===== src/hw/rtl/rsfs_pkg.sv =====
// Shared types and constants for the checksummed register frame slave.
// No dependencies; used by every module of the block.
package rsfs_pkg;

   typedef struct packed {
      logic [7:0] rx_byte;
      logic       frame_start;
   } req_type;

   typedef struct packed {
      logic [7:0] tx_byte;
      logic       last_byte;
   } rsp_type;

   // one reply as queued between front and back; the checksum is formed on the way out
   typedef struct packed {
      logic [7:0]  addr;
      logic [7:0]  func;
      logic [31:0] word;
      logic [7:0]  code;
   } reply_type;

   typedef struct packed {
      logic full;
      logic empty;
   } q_status_type;

   localparam logic [7:0]  FUNC_READ     = 8'h52;
   localparam logic [7:0]  FUNC_WRITE    = 8'h57;
   localparam logic [7:0]  REPLY_FLAG    = 8'h80;
   localparam logic [7:0]  FAIL_CODE     = 8'hFF;
   localparam logic [7:0]  PARAM_VERSION = 8'h00;
   localparam logic [7:0]  PARAM_VOLTAGE = 8'h01;

   localparam logic [7:0]  OWN_ADDR_RESET = 8'h01;
   localparam logic [31:0] VERSION_RESET  = 32'h4083_3333;
   localparam logic [31:0] VOLTAGE_RESET  = 32'h41C4_0000;

   localparam int          FRAME_BYTES   = 7;
   localparam logic [2:0]  POS_CHECKSUM  = 3'd7;

   localparam int          CSR_AW         = 2;
   localparam logic [1:0]  CSR_OWN_ADDR   = 2'd0;

endpackage


===== src/hw/rtl/rsfs_front.sv =====
// Receive side: byte position, running sum, frame store and parameter words.
// Checks each frame and queues a reply descriptor when checksum and address match; depends on rsfs_pkg.
module rsfs_front (
   input  logic                  clock,
   input  logic                  reset,
   input  logic                  req_valid,
   output logic                  req_stall,
   input  rsfs_pkg::req_type     req_payload,
   input  logic [7:0]            own_address,
   input  rsfs_pkg::q_status_type q_status,
   output logic                  push,
   output rsfs_pkg::reply_type   push_data
);

   logic [2:0]  pos_ff, pos_in;
   logic [7:0]  sum_ff, sum_in;
   logic [7:0]  fb_ff [rsfs_pkg::FRAME_BYTES];
   logic [7:0]  fb_in [rsfs_pkg::FRAME_BYTES];
   logic [31:0] version_ff, version_in;
   logic [31:0] voltage_ff, voltage_in;

   logic        accept;
   logic [2:0]  pos_eff;
   logic [7:0]  b;
   logic [7:0]  func;
   logic [7:0]  code;
   logic [31:0] rx_word;
   logic [31:0] word;
   logic        ok;
   logic        good;

   assign req_stall = q_status.full;
   assign accept    = req_valid && !req_stall;
   assign b         = req_payload.rx_byte;
   assign pos_eff   = req_payload.frame_start ? 3'd0 : pos_ff;

   // decode of the buffered frame, valid when the checksum byte arrives
   assign func    = fb_ff[1];
   assign code    = fb_ff[6];
   assign rx_word = {fb_ff[5], fb_ff[4], fb_ff[3], fb_ff[2]};

   always_comb begin
      ok   = 1'b0;
      word = 32'd0;
      if (func == rsfs_pkg::FUNC_READ) begin
         if (code == rsfs_pkg::PARAM_VERSION) begin
            ok   = 1'b1;
            word = version_ff;
         end else if (code == rsfs_pkg::PARAM_VOLTAGE) begin
            ok   = 1'b1;
            word = voltage_ff;
         end
      end else if (func == rsfs_pkg::FUNC_WRITE) begin
         if (code == rsfs_pkg::PARAM_VERSION || code == rsfs_pkg::PARAM_VOLTAGE) begin
            ok   = 1'b1;
            word = rx_word;
         end
      end
   end

   assign good = (sum_ff == b) && (fb_ff[0] == own_address);

   always_comb begin
      pos_in     = pos_ff;
      sum_in     = sum_ff;
      fb_in      = fb_ff;
      version_in = version_ff;
      voltage_in = voltage_ff;
      push       = 1'b0;
      if (accept) begin
         if (pos_eff != rsfs_pkg::POS_CHECKSUM) begin
            for (int i = 0; i < rsfs_pkg::FRAME_BYTES; i++) begin
               if (pos_eff == 3'(i)) begin
                  fb_in[i] = b;
               end
            end
            sum_in = (pos_eff == 3'd0) ? b : sum_ff + b;
            pos_in = pos_eff + 3'd1;
         end else begin
            pos_in = 3'd0;
            sum_in = 8'd0;
            if (good) begin
               push = 1'b1;
               if (func == rsfs_pkg::FUNC_WRITE) begin
                  if (code == rsfs_pkg::PARAM_VERSION) begin
                     version_in = rx_word;
                  end else if (code == rsfs_pkg::PARAM_VOLTAGE) begin
                     voltage_in = rx_word;
                  end
               end
            end
         end
      end
   end

   always_comb begin
      push_data.addr = own_address;
      push_data.func = func | rsfs_pkg::REPLY_FLAG;
      push_data.word = ok ? word : 32'd0;
      push_data.code = ok ? code : rsfs_pkg::FAIL_CODE;
   end

   always_ff @(posedge clock) begin
      if (reset) begin
         pos_ff     <= 3'd0;
         sum_ff     <= 8'd0;
         version_ff <= rsfs_pkg::VERSION_RESET;
         voltage_ff <= rsfs_pkg::VOLTAGE_RESET;
      end else begin
         pos_ff     <= pos_in;
         sum_ff     <= sum_in;
         version_ff <= version_in;
         voltage_ff <= voltage_in;
      end
   end

   // frame store has no reset: each entry is written before it is used
   always_ff @(posedge clock) begin
      fb_ff <= fb_in;
   end

endmodule


===== src/hw/rtl/rsfs_queue.sv =====
// Small reply queue between the receive front and the transmit back.
// Depends on rsfs_pkg; depth set by the top level (two or more).
module rsfs_queue #(
   parameter int DEPTH = 2
) (
   input  logic                   clock,
   input  logic                   reset,
   input  logic                   push,
   input  rsfs_pkg::reply_type    push_data,
   input  logic                   pop,
   output rsfs_pkg::reply_type    head,
   output rsfs_pkg::q_status_type status
);

   localparam int AW = $clog2(DEPTH);
   localparam int CW = $clog2(DEPTH + 1);
   localparam logic [AW-1:0] LAST  = AW'(DEPTH - 1);
   localparam logic [CW-1:0] FULLN = CW'(DEPTH);

   rsfs_pkg::reply_type mem [DEPTH];
   logic [AW-1:0] wr_ff, wr_in;
   logic [AW-1:0] rd_ff, rd_in;
   logic [CW-1:0] cnt_ff, cnt_in;

   assign status.full  = (cnt_ff == FULLN);
   assign status.empty = (cnt_ff == '0);
   assign head         = mem[rd_ff];

   always_comb begin
      wr_in  = wr_ff;
      rd_in  = rd_ff;
      cnt_in = cnt_ff;
      if (push) begin
         wr_in = (wr_ff == LAST) ? '0 : wr_ff + 1'b1;
      end
      if (pop) begin
         rd_in = (rd_ff == LAST) ? '0 : rd_ff + 1'b1;
      end
      if (push && !pop) begin
         cnt_in = cnt_ff + 1'b1;
      end else if (pop && !push) begin
         cnt_in = cnt_ff - 1'b1;
      end
   end

   always_ff @(posedge clock) begin
      if (reset) begin
         wr_ff  <= '0;
         rd_ff  <= '0;
         cnt_ff <= '0;
      end else begin
         wr_ff  <= wr_in;
         rd_ff  <= rd_in;
         cnt_ff <= cnt_in;
      end
   end

   always_ff @(posedge clock) begin
      if (push) begin
         mem[wr_ff] <= push_data;
      end
   end

endmodule


===== src/hw/rtl/rsfs_back.sv =====
// Transmit side: serialises one queued reply into eight bytes, adding the checksum.
// Output register decouples the consumer; depends on rsfs_pkg.
module rsfs_back (
   input  logic                   clock,
   input  logic                   reset,
   input  rsfs_pkg::reply_type    head,
   input  rsfs_pkg::q_status_type q_status,
   output logic                   pop,
   output logic                   rsp_valid,
   input  logic                   rsp_stall,
   output rsfs_pkg::rsp_type      rsp_payload
);

   rsfs_pkg::reply_type cur_ff, cur_in;
   logic              active_ff, active_in;
   logic [2:0]        idx_ff, idx_in;
   logic [7:0]        sum_ff, sum_in;
   logic              vld_ff, vld_in;
   rsfs_pkg::rsp_type out_ff, out_in;

   rsfs_pkg::reply_type src;
   logic              avail;
   logic              advance;
   logic [7:0]        byte_sel;

   // an idle serialiser reads byte 0 straight from the queue head
   assign src     = active_ff ? cur_ff : head;
   assign avail   = active_ff || !q_status.empty;
   assign advance = avail && (!vld_ff || !rsp_stall);
   assign pop     = advance && !active_ff;

   always_comb begin
      case (idx_ff)
         3'd0:    byte_sel = src.addr;
         3'd1:    byte_sel = src.func;
         3'd2:    byte_sel = src.word[7:0];
         3'd3:    byte_sel = src.word[15:8];
         3'd4:    byte_sel = src.word[23:16];
         3'd5:    byte_sel = src.word[31:24];
         3'd6:    byte_sel = src.code;
         default: byte_sel = sum_ff;
      endcase
   end

   always_comb begin
      cur_in    = cur_ff;
      active_in = active_ff;
      idx_in    = idx_ff;
      sum_in    = sum_ff;
      out_in    = out_ff;
      vld_in    = vld_ff && rsp_stall;
      if (advance) begin
         vld_in           = 1'b1;
         out_in.tx_byte   = byte_sel;
         out_in.last_byte = (idx_ff == rsfs_pkg::POS_CHECKSUM);
         sum_in           = (idx_ff == 3'd0) ? byte_sel : sum_ff + byte_sel;
         if (!active_ff) begin
            cur_in    = head;
            active_in = 1'b1;
         end
         if (idx_ff == rsfs_pkg::POS_CHECKSUM) begin
            active_in = 1'b0;
            idx_in    = 3'd0;
         end else begin
            idx_in    = idx_ff + 3'd1;
         end
      end
   end

   always_ff @(posedge clock) begin
      if (reset) begin
         active_ff <= 1'b0;
         idx_ff    <= 3'd0;
         vld_ff    <= 1'b0;
      end else begin
         active_ff <= active_in;
         idx_ff    <= idx_in;
         vld_ff    <= vld_in;
      end
   end

   always_ff @(posedge clock) begin
      cur_ff <= cur_in;
      sum_ff <= sum_in;
      out_ff <= out_in;
   end

   assign rsp_valid   = vld_ff;
   assign rsp_payload = out_ff;

endmodule


===== src/hw/rtl/checksummed_register_frame_slave_top.sv =====
// Top level of the checksummed register frame slave: CSR port, front, queue, back.
// Depends on rsfs_pkg, rsfs_front, rsfs_queue and rsfs_back.
//
//   channel   direction  handshake            payload
//   req_      in         req_valid/req_stall  rx_byte, frame_start
//   rsp_      out        rsp_valid/rsp_stall  tx_byte, last_byte
//   csr_      in/out     APB psel/penable     own_address at byte 0
//
// One request byte is taken per cycle while the reply queue is not full; the
// frame check runs in the cycle the checksum byte is taken. A reply leaves one
// byte per cycle while rsp_stall is low, passing through the reply queue and
// an output register, so a reply overlaps the next incoming frame. req_stall
// rises only when the reply queue is full. Reset is synchronous; no clearing pass.
module checksummed_register_frame_slave_top #(
   parameter int QUEUE_DEPTH = 2
) (
   input  logic                         clock,
   input  logic                         reset,
   input  logic                         req_valid,
   output logic                         req_stall,
   input  rsfs_pkg::req_type            req_payload,
   output logic                         rsp_valid,
   input  logic                         rsp_stall,
   output rsfs_pkg::rsp_type            rsp_payload,
   input  logic                         csr_psel,
   input  logic                         csr_penable,
   input  logic                         csr_pwrite,
   input  logic [rsfs_pkg::CSR_AW-1:0]  csr_paddr,
   input  logic [31:0]                  csr_pwdata,
   output logic [31:0]                  csr_prdata,
   output logic                         csr_pready
);

   logic [7:0]             own_ff;
   logic                   push;
   logic                   pop;
   rsfs_pkg::reply_type    push_data;
   rsfs_pkg::reply_type    head;
   rsfs_pkg::q_status_type q_status;

   assign csr_pready = 1'b1;
   assign csr_prdata = (csr_paddr == rsfs_pkg::CSR_OWN_ADDR) ? {24'd0, own_ff} : 32'd0;

   always_ff @(posedge clock) begin
      if (reset) begin
         own_ff <= rsfs_pkg::OWN_ADDR_RESET;
      end else if (csr_psel && csr_penable && csr_pwrite && csr_pready &&
                   csr_paddr == rsfs_pkg::CSR_OWN_ADDR) begin
         own_ff <= csr_pwdata[7:0];
      end
   end

   rsfs_front u_front (
      .clock       (clock),
      .reset       (reset),
      .req_valid   (req_valid),
      .req_stall   (req_stall),
      .req_payload (req_payload),
      .own_address (own_ff),
      .q_status    (q_status),
      .push        (push),
      .push_data   (push_data)
   );

   rsfs_queue #(
      .DEPTH (QUEUE_DEPTH)
   ) u_queue (
      .clock     (clock),
      .reset     (reset),
      .push      (push),
      .push_data (push_data),
      .pop       (pop),
      .head      (head),
      .status    (q_status)
   );

   rsfs_back u_back (
      .clock       (clock),
      .reset       (reset),
      .head        (head),
      .q_status    (q_status),
      .pop         (pop),
      .rsp_valid   (rsp_valid),
      .rsp_stall   (rsp_stall),
      .rsp_payload (rsp_payload)
   );

endmodule

===== config.mk =====
export PLATFORM = sky130hd
export DESIGN_NAME = checksummed_register_frame_slave_top
export DESIGN_NICKNAME = d
export VERILOG_FILES = /design/src/hw/rtl/rsfs_pkg.sv /design/src/hw/rtl/rsfs_front.sv /design/src/hw/rtl/rsfs_queue.sv /design/src/hw/rtl/rsfs_back.sv /design/src/hw/rtl/checksummed_register_frame_slave_top.sv
export SDC_FILE = /design/constraint.sdc
export NUM_CORES = 1
export LEC_CHECK = 0
export ABC_AREA = 1
export BUFFER_PORTS_ARGS = -buffer_cell sky130_fd_sc_hd__buf_2
export CELL_PAD_IN_SITES_DETAIL_PLACEMENT = 2
export CELL_PAD_IN_SITES_GLOBAL_PLACEMENT = 2
export CORE_MARGIN = 2
export CORE_UTILIZATION = 35
export DETAILED_ROUTE_END_ITERATION = 6
export HOLD_SLACK_MARGIN = 0.06
export PLACE_DENSITY_LB_ADDON = 0.1
export SLEW_MARGIN = 5
export SYNTH_ARGS = -nofsm -noshare
export SYNTH_HDL_FRONTEND = slang
export SYNTH_SLANG_ARGS = --single-unit

===== constraint.sdc =====
create_clock -name clock -period 6.7 [get_ports clock]
set_clock_uncertainty 0.1 [all_clocks]
set_input_delay 1.34 -clock clock [delete_from_list [all_inputs] [get_ports clock]]
set_output_delay 1.34 -clock clock [all_outputs]
set_load 0.03 [all_outputs]

==> results of run 1 <==
-- cell type report --
type | count | area, um^2 | area share [%]
multi-input cells | 1066 | 5220 | 30.2
inverters | 167 | 631 | 3.65
clock buffers | 55 | 1140 | 6.61
clock inverters | 18 | 159 | 0.920
flip-flops and latches | 332 | 9040 | 52.4
well taps | 585 | 732 | 4.24
repair buffers | 59 | 345 | 2.00
-- synthesized netlist by cell type --
master / count
o211ai_1: 63
o21ai_0: 72
nor2_2: 4
buf_2: 28
and2_1: 6
o21a_1: 44
xnor2_1: 2
o21ai_1: 1
fa_1: 2
dfxtp_1: 93
a31oi_1: 1
nand2_1: 401
xor2_1: 6
buf_4: 28
conb_1: 2
a21oi_1: 59
nand4_2: 2
nor2_1: 200
ha_1: 28
inv_1: 161
nand2_2: 2
a21boi_0: 7
nor3_1: 4
inv_2: 6
nand3b_1: 3
or2_2: 15
clkbuf_1: 40
nand3_1: 108
nor2_4: 1
a21oi_2: 1
nand4_1: 9
edfxtp_1: 239
buf_6: 3
-- worst max-delay path: cells and delay by family --
| kind | cells | cell delay [ns] |
|---|---|---|
| buffers and inverters | 5 | 0.82 |
| and+or+nand+nor | 8 | 1.65 |
| adders and majority gates | 2 | 0.40 |
-- report_power, final --
part	switching, mW	internal [mW]	total, mW
Clock	0.875	1.31	2.18
Sequential	0.149	2.67	2.82
Combinational	1.47	0.637	2.10
Total	2.49	4.61	7.10
-- registers in the layout, summed over array words and instances, names as in the netlist, 9 cells and up, named ones only --
register and flops:
u_front.voltage_ff 32, u_front.fb_ff 40, u_queue.mem 110, u_back.rsp_payload 9
u_front.version_ff 32, u_back.cur_ff 56
-- how the worst max path moves through the flow --
stage / from / to / slack (ns) / depth (start not counted)
floorplan: req_payload[0] / u_queue.mem[0][0] / 1.35 / 13
global placement: req_payload[5] / u_queue.mem[1][39] / 2.00 / 10
detailed placement: req_payload[0] / u_queue.mem[0][39] / 1.91 / 13
CTS: req_payload[0] / u_queue.mem[0][39] / 2.49 / 13
global route: flip-flop / u_back.sum_ff[6] / 2.23 / 17
finish: req_payload[0] / u_queue.mem[0][39] / 2.56 / 15
-- kinds of logic (layout without fill, tap and decap cells) --
family / count (synthesis) / after routing / share of synthesized area (%)
AOI/OAI and AO/OA: 248 / 248 / 10.0
DFF: 332 / 332 / 59.1
buffers and inverters: 266 / 299 / 7.59
and+or+nand+nor: 755 / 755 / 20.3
xor gates and xnor gates: 8 / 8 / 0.458
other: 2 / 25 / 0.0491
adders and majority gates: 30 / 30 / 2.55
-- layer usage --
| metal | vias up | GRT usage (%) | wire length, um |
|---|---|---|---|
| li1 | 5446 | - | - |
| met1 | 5757 | 27.8 | 21200 |
| met2 | 123 | 34.6 | 21900 |
| met3 | 45 | 3.19 | 1290 |
| met4 | 2 | 4.53 | 738 |
| met5 | - | 0 | 13 |
==> impl_metrics.yaml, run 1 <==
route:
  first_pass_iters: 5
  drtIter0Drc: 509
  antenna_left: 0
  wirelength_mm: 45.2
  vias: 11400
  drc: 0
  wl_per_cell_um: 19.8
  drt-vias-per-instance: 4.98
place:
  post-place-ws_ns: 1.91
  dp_hpwl_mm: 29.7
  dp_cells: 2209
  gp_congestion: 0.762
  placed_area_um2: 16000
  port_buffers: 44
global_route:
  grt_pass1_vias: 12000
  antenna_found_initial: 1
  grt_usage_pct: 20.5
  grt_first_pass_wirelength_mm: 70.3
  grt.overflow.total: 0
  grt_max_degree: 91
final_layout:
  fin_nets: 1747
  final_design_area_no_fill_um2: 17300
  area.growth.synth_to_final_pct: 12.8
  drive_above_1_share_pct: 8.96
  layout_commonest_cell: "nand2_1"
  diodes: 0
  fin_cells: 2282
  layout_common_cells: "nand2_1, edfxtp_1, nor2_1"
  final_util_pct: 40.1
  nFillCells: 4704
worst_setup_path:
  cp.arrival_ns: 4.24
  critPathCaptureType: "flip-flop"
  max_stage_delay_ns: 0.83
  cpMostUsedCell: "nand2_1"
  r2r-start: "u_back.idx_ff[2]"
  critical_path.slowest_cell: "nor2_4"
  reg2regPathDepth: 13
  worst-path-max-fanout: 30
  timing.reg2reg.setup_slack_ns: 2.57
  crit_chain: "buf_2, inv_1, nand2_1, inv_1, ha_1, ha_1, inv_1, nor2_1, nand2_1, nor2_1, nand2_1, nor2_4, nand2_1, nor2_4, buf_4"
  regToRegEndpoint: "u_back.sum_ff[6]"
  path_class: "in -> reg"
  critPathLaunchType: "input port"
  cp_data_required_time_ns: 6.80
sta:
  finalSetupViolations: 0
  worstMarginPinSlew_ns: 1.12
  worst_slack_ns: 2.56
  relSlewSlack_pct: 24.6
  tns_ns: 0
  min_period_ns: 4.14
  period_share_pct: 61.8
  hold_viol_final: 0
  rsz0062_at_grt: "no"
  slew_viol_final: 0
  max_freq_ghz: 0.241
  worst_hold_slack_ns: 0.360
synth:
  synth_area_um2: 15300
  postSynthCellCount: 1641
  synth_area_leaders: "edfxtp_1, dfxtp_1, nand2_1"
  yosysUniqueCellTypes: 33
  seq_area_frac_synth_pct: 59.1
  synth_largest_area_cell: "edfxtp_1"
  synth_seq_cells: 332
  yosysWarningCount: 0
  synth.avg_cell_area_um2: 9.32
  yosysTopAreaCellShare_pct: 46.9
clocking:
  tritoncts: "yes"
  cts.sinks: 332
  clkTransAtPathRegs_ns: 0.06
  cts_hold_buf: 0
  clock_latency_ns: 0.55
  ctsResizeCount: 0
  clock_path_buffers: 3
  cts_htree_levels: 2
  root_buffer: "clkbuf_16"
  numCtsBuffers: 41
  cts_setup_buffers: 0
power:
  pwr_density_cell_nw_per_um2: 411
  peakVddDrop_v: 0.000317
  leakagePower_nw: 7.29
  p_total_mw: 7.10
floorplanning:
  die_y_um: 213
  start_util_pct: 35.5
  die_w_um: 213
  ios: 94
  die_area_um2: 45400
  num_rows: 76
  core-area_um2: 43100
min_path:
  worstHoldStart: "u_front.pos_ff[0]"
  holdPathStages: 2
  hold_end: "u_front.pos_ff[0]"
  min-delay-path-class: "reg -> reg"
job:
  maxCapViolCount: 0
status:
  status: "finished clean"
(Power assumes the default switching activity.)
==> inputs of run 2 (changes only) <==
==> constraint.sdc (replaced) <==
create_clock -name clock -period 3.5 [get_ports clock]
set_clock_uncertainty 0.1 [all_clocks]
set_input_delay 0.7 -clock clock [delete_from_list [all_inputs] [get_ports clock]]
set_output_delay 0.7 -clock clock [all_outputs]
set_load 0.03 [all_outputs]
==> impl_metrics.yaml, run 2 (synthesized netlist as in run 1, its figures left out) <==
global_route:
  grt_first_pass_wirelength_mm: 75.2
  grt.overflow.total: 0
  grt_pass1_vias: 12800
  grt_usage_pct: 22.0
  antenna_found_initial: 1
  grt_max_degree: 76
final_layout:
  layout_commonest_cell: "nand2_1"
  top_register: "u_queue.mem"
  drive_above_1_share_pct: 14.3
  fin_cells: 2367
  area.growth.synth_to_final_pct: 18.7
  nFillCells: 4681
  top_regs: "u_queue.mem x110, u_back.cur_ff x56, u_front.fb_ff x40"
  layout_common_cells: "nand2_1, edfxtp_1, nor2_1"
  largest_reg_flops: 110
  fin_nets: 1830
  diodes: 0
route:
  vias: 11800
  wirelength_mm: 48.5
  antenna_left: 0
  first_pass_iters: 4
  drt-vias-per-instance: 4.99
  wl_per_cell_um: 20.5
  drtIter0Drc: 631
  drc: 0
worst_setup_path:
  critPathCaptureType: "flip-flop"
  cp_data_required_time_ns: 3.69
  path_class: "reg -> reg"
  worst-path-max-fanout: 13
  cp.arrival_ns: 3.43
  critPathLaunchType: "flip-flop"
clocking:
  clkTransAtPathRegs_ns: 0.06
  tritoncts: "yes"
  clock_latency_ns: 0.56
  numCtsBuffers: 41
  clock_path_buffers: 3
  cts_htree_levels: 2
  root_buffer: "clkbuf_16"
  cts.sinks: 332
power:
  pwr_density_cell_nw_per_um2: 811
  peakVddDrop_v: 0.000399
  p_total_mw: 14.7
  leakagePower_nw: 7.80
sta:
  relSlewSlack_pct: 28.6
  finalSetupViolations: 0
  worstMarginPinSlew_ns: 1.07
  hold_viol_final: 0
  tns_ns: 0
  max_freq_ghz: 0.309
  period_share_pct: 92.5
  min_period_ns: 3.24
  rsz0062_at_grt: "yes"
  slew_viol_final: 0
floorplanning:
  die_area_um2: 45400
  die_w_um: 213
  core-area_um2: 43100
  num_rows: 76
  die_y_um: 213
  ios: 94
  start_util_pct: 35.5
place:
  gp_congestion: 0.772
  dp_hpwl_mm: 33.4
  dp_cells: 2291
  port_buffers: 44
min_path:
  min-delay-path-class: "in -> reg"
job:
  maxCapViolCount: 0
status:
  status: "finished clean"
## run 2: cell types whose count changed in the layout (fill, tap and decap cells not counted), moves of 3 or more
cell	delta
a21boi_1	+4
nor2_2	+5
buf_12	+10
nor2_1	-4
clkbuf_1	-7
clkinvlp_4	+3
clkbuf_8	+9
buf_4	+73
clkinv_1	-4
a21boi_0	-4
## run 2: final cells by class
cell class | instances | area (um^2) | area share, %
clock buffers | 57 | 1240 | 6.82
clock inverters | 18 | 198 | 1.09
inverters | 167 | 638 | 3.51
multi-input cells | 1066 | 5220 | 28.7
flip-flops and latches | 332 | 9040 | 49.8
well taps | 585 | 732 | 4.03
repair buffers | 142 | 1090 | 6.02
## run 2: what timing repair did
action / in CTS / in global routing
pin swaps: 0 / 2
setup endpoints to repair: 1 / 4
resized for setup: 1 / 16
hold buffers: 0 / 0
setup buffers: 0 / 1
hold endpoints to repair: 0 / 0
## run 2: final timing paths
check / start / to / slack, ns / depth (start not counted)
worst min-delay path: csr_pwdata[4] / own_ff[4] / 0.32 / 3
worst min register to register: u_front.pos_ff[0] / u_front.pos_ff[0] / 0.37 / 2
worst max register to register: u_back.idx_ff[1] / u_back.sum_ff[7] / 0.26 / 18
worst max-delay path: u_back.idx_ff[1] / u_back.sum_ff[7] / 0.26 / 18
## run 2: per-layer routing
layer,share of wire [%],up-vias,track usage [%]
met4,3.0,0,6.82
li1,-,5622,-
met1,44,5973,28.0
met2,50,139,38.4
met3,3.2,77,3.40
met5,0,-,0
## run 2: where the power goes
part | internal (mW) | total, mW | switching (mW)
registers | 5.11 | 5.40 | 0.293
logic | 1.79 | 4.82 | 3.03
clock network | 2.76 | 4.50 | 1.74
## run 2: critical path, stage by stage (launching register included)
cell      delay (ns)
dfxtp_1         0.35
ha_1            0.23
ha_1            0.22
nor2_2          0.10
nand3_1         0.10
buf_4           0.20
or2_2           0.31
a21boi_0        0.15
buf_4           0.16
ha_1            0.28
nand2_1         0.08
buf_4           0.13
nor2_1          0.08
nand2_1         0.06
nand2_1         0.11
nand2_1         0.06
nand2_1         0.06
nor2_1          0.05
xor2_1          0.15
## run 2: stage by stage
stage	utilization, %	hold WS [ns]	cell area, um^2	setup WS, ns
after CTS	42.1	0.306	18100	0.0650
after global placement	38.8	0.346	16700	0.138
after detailed placement	38.8	0.359	16700	0.0230
after global routing	42.2	0.329	18200	-0.00821
final	42.2	0.325	18200	0.264
after floorplan	-	0.331	15400	-0.306
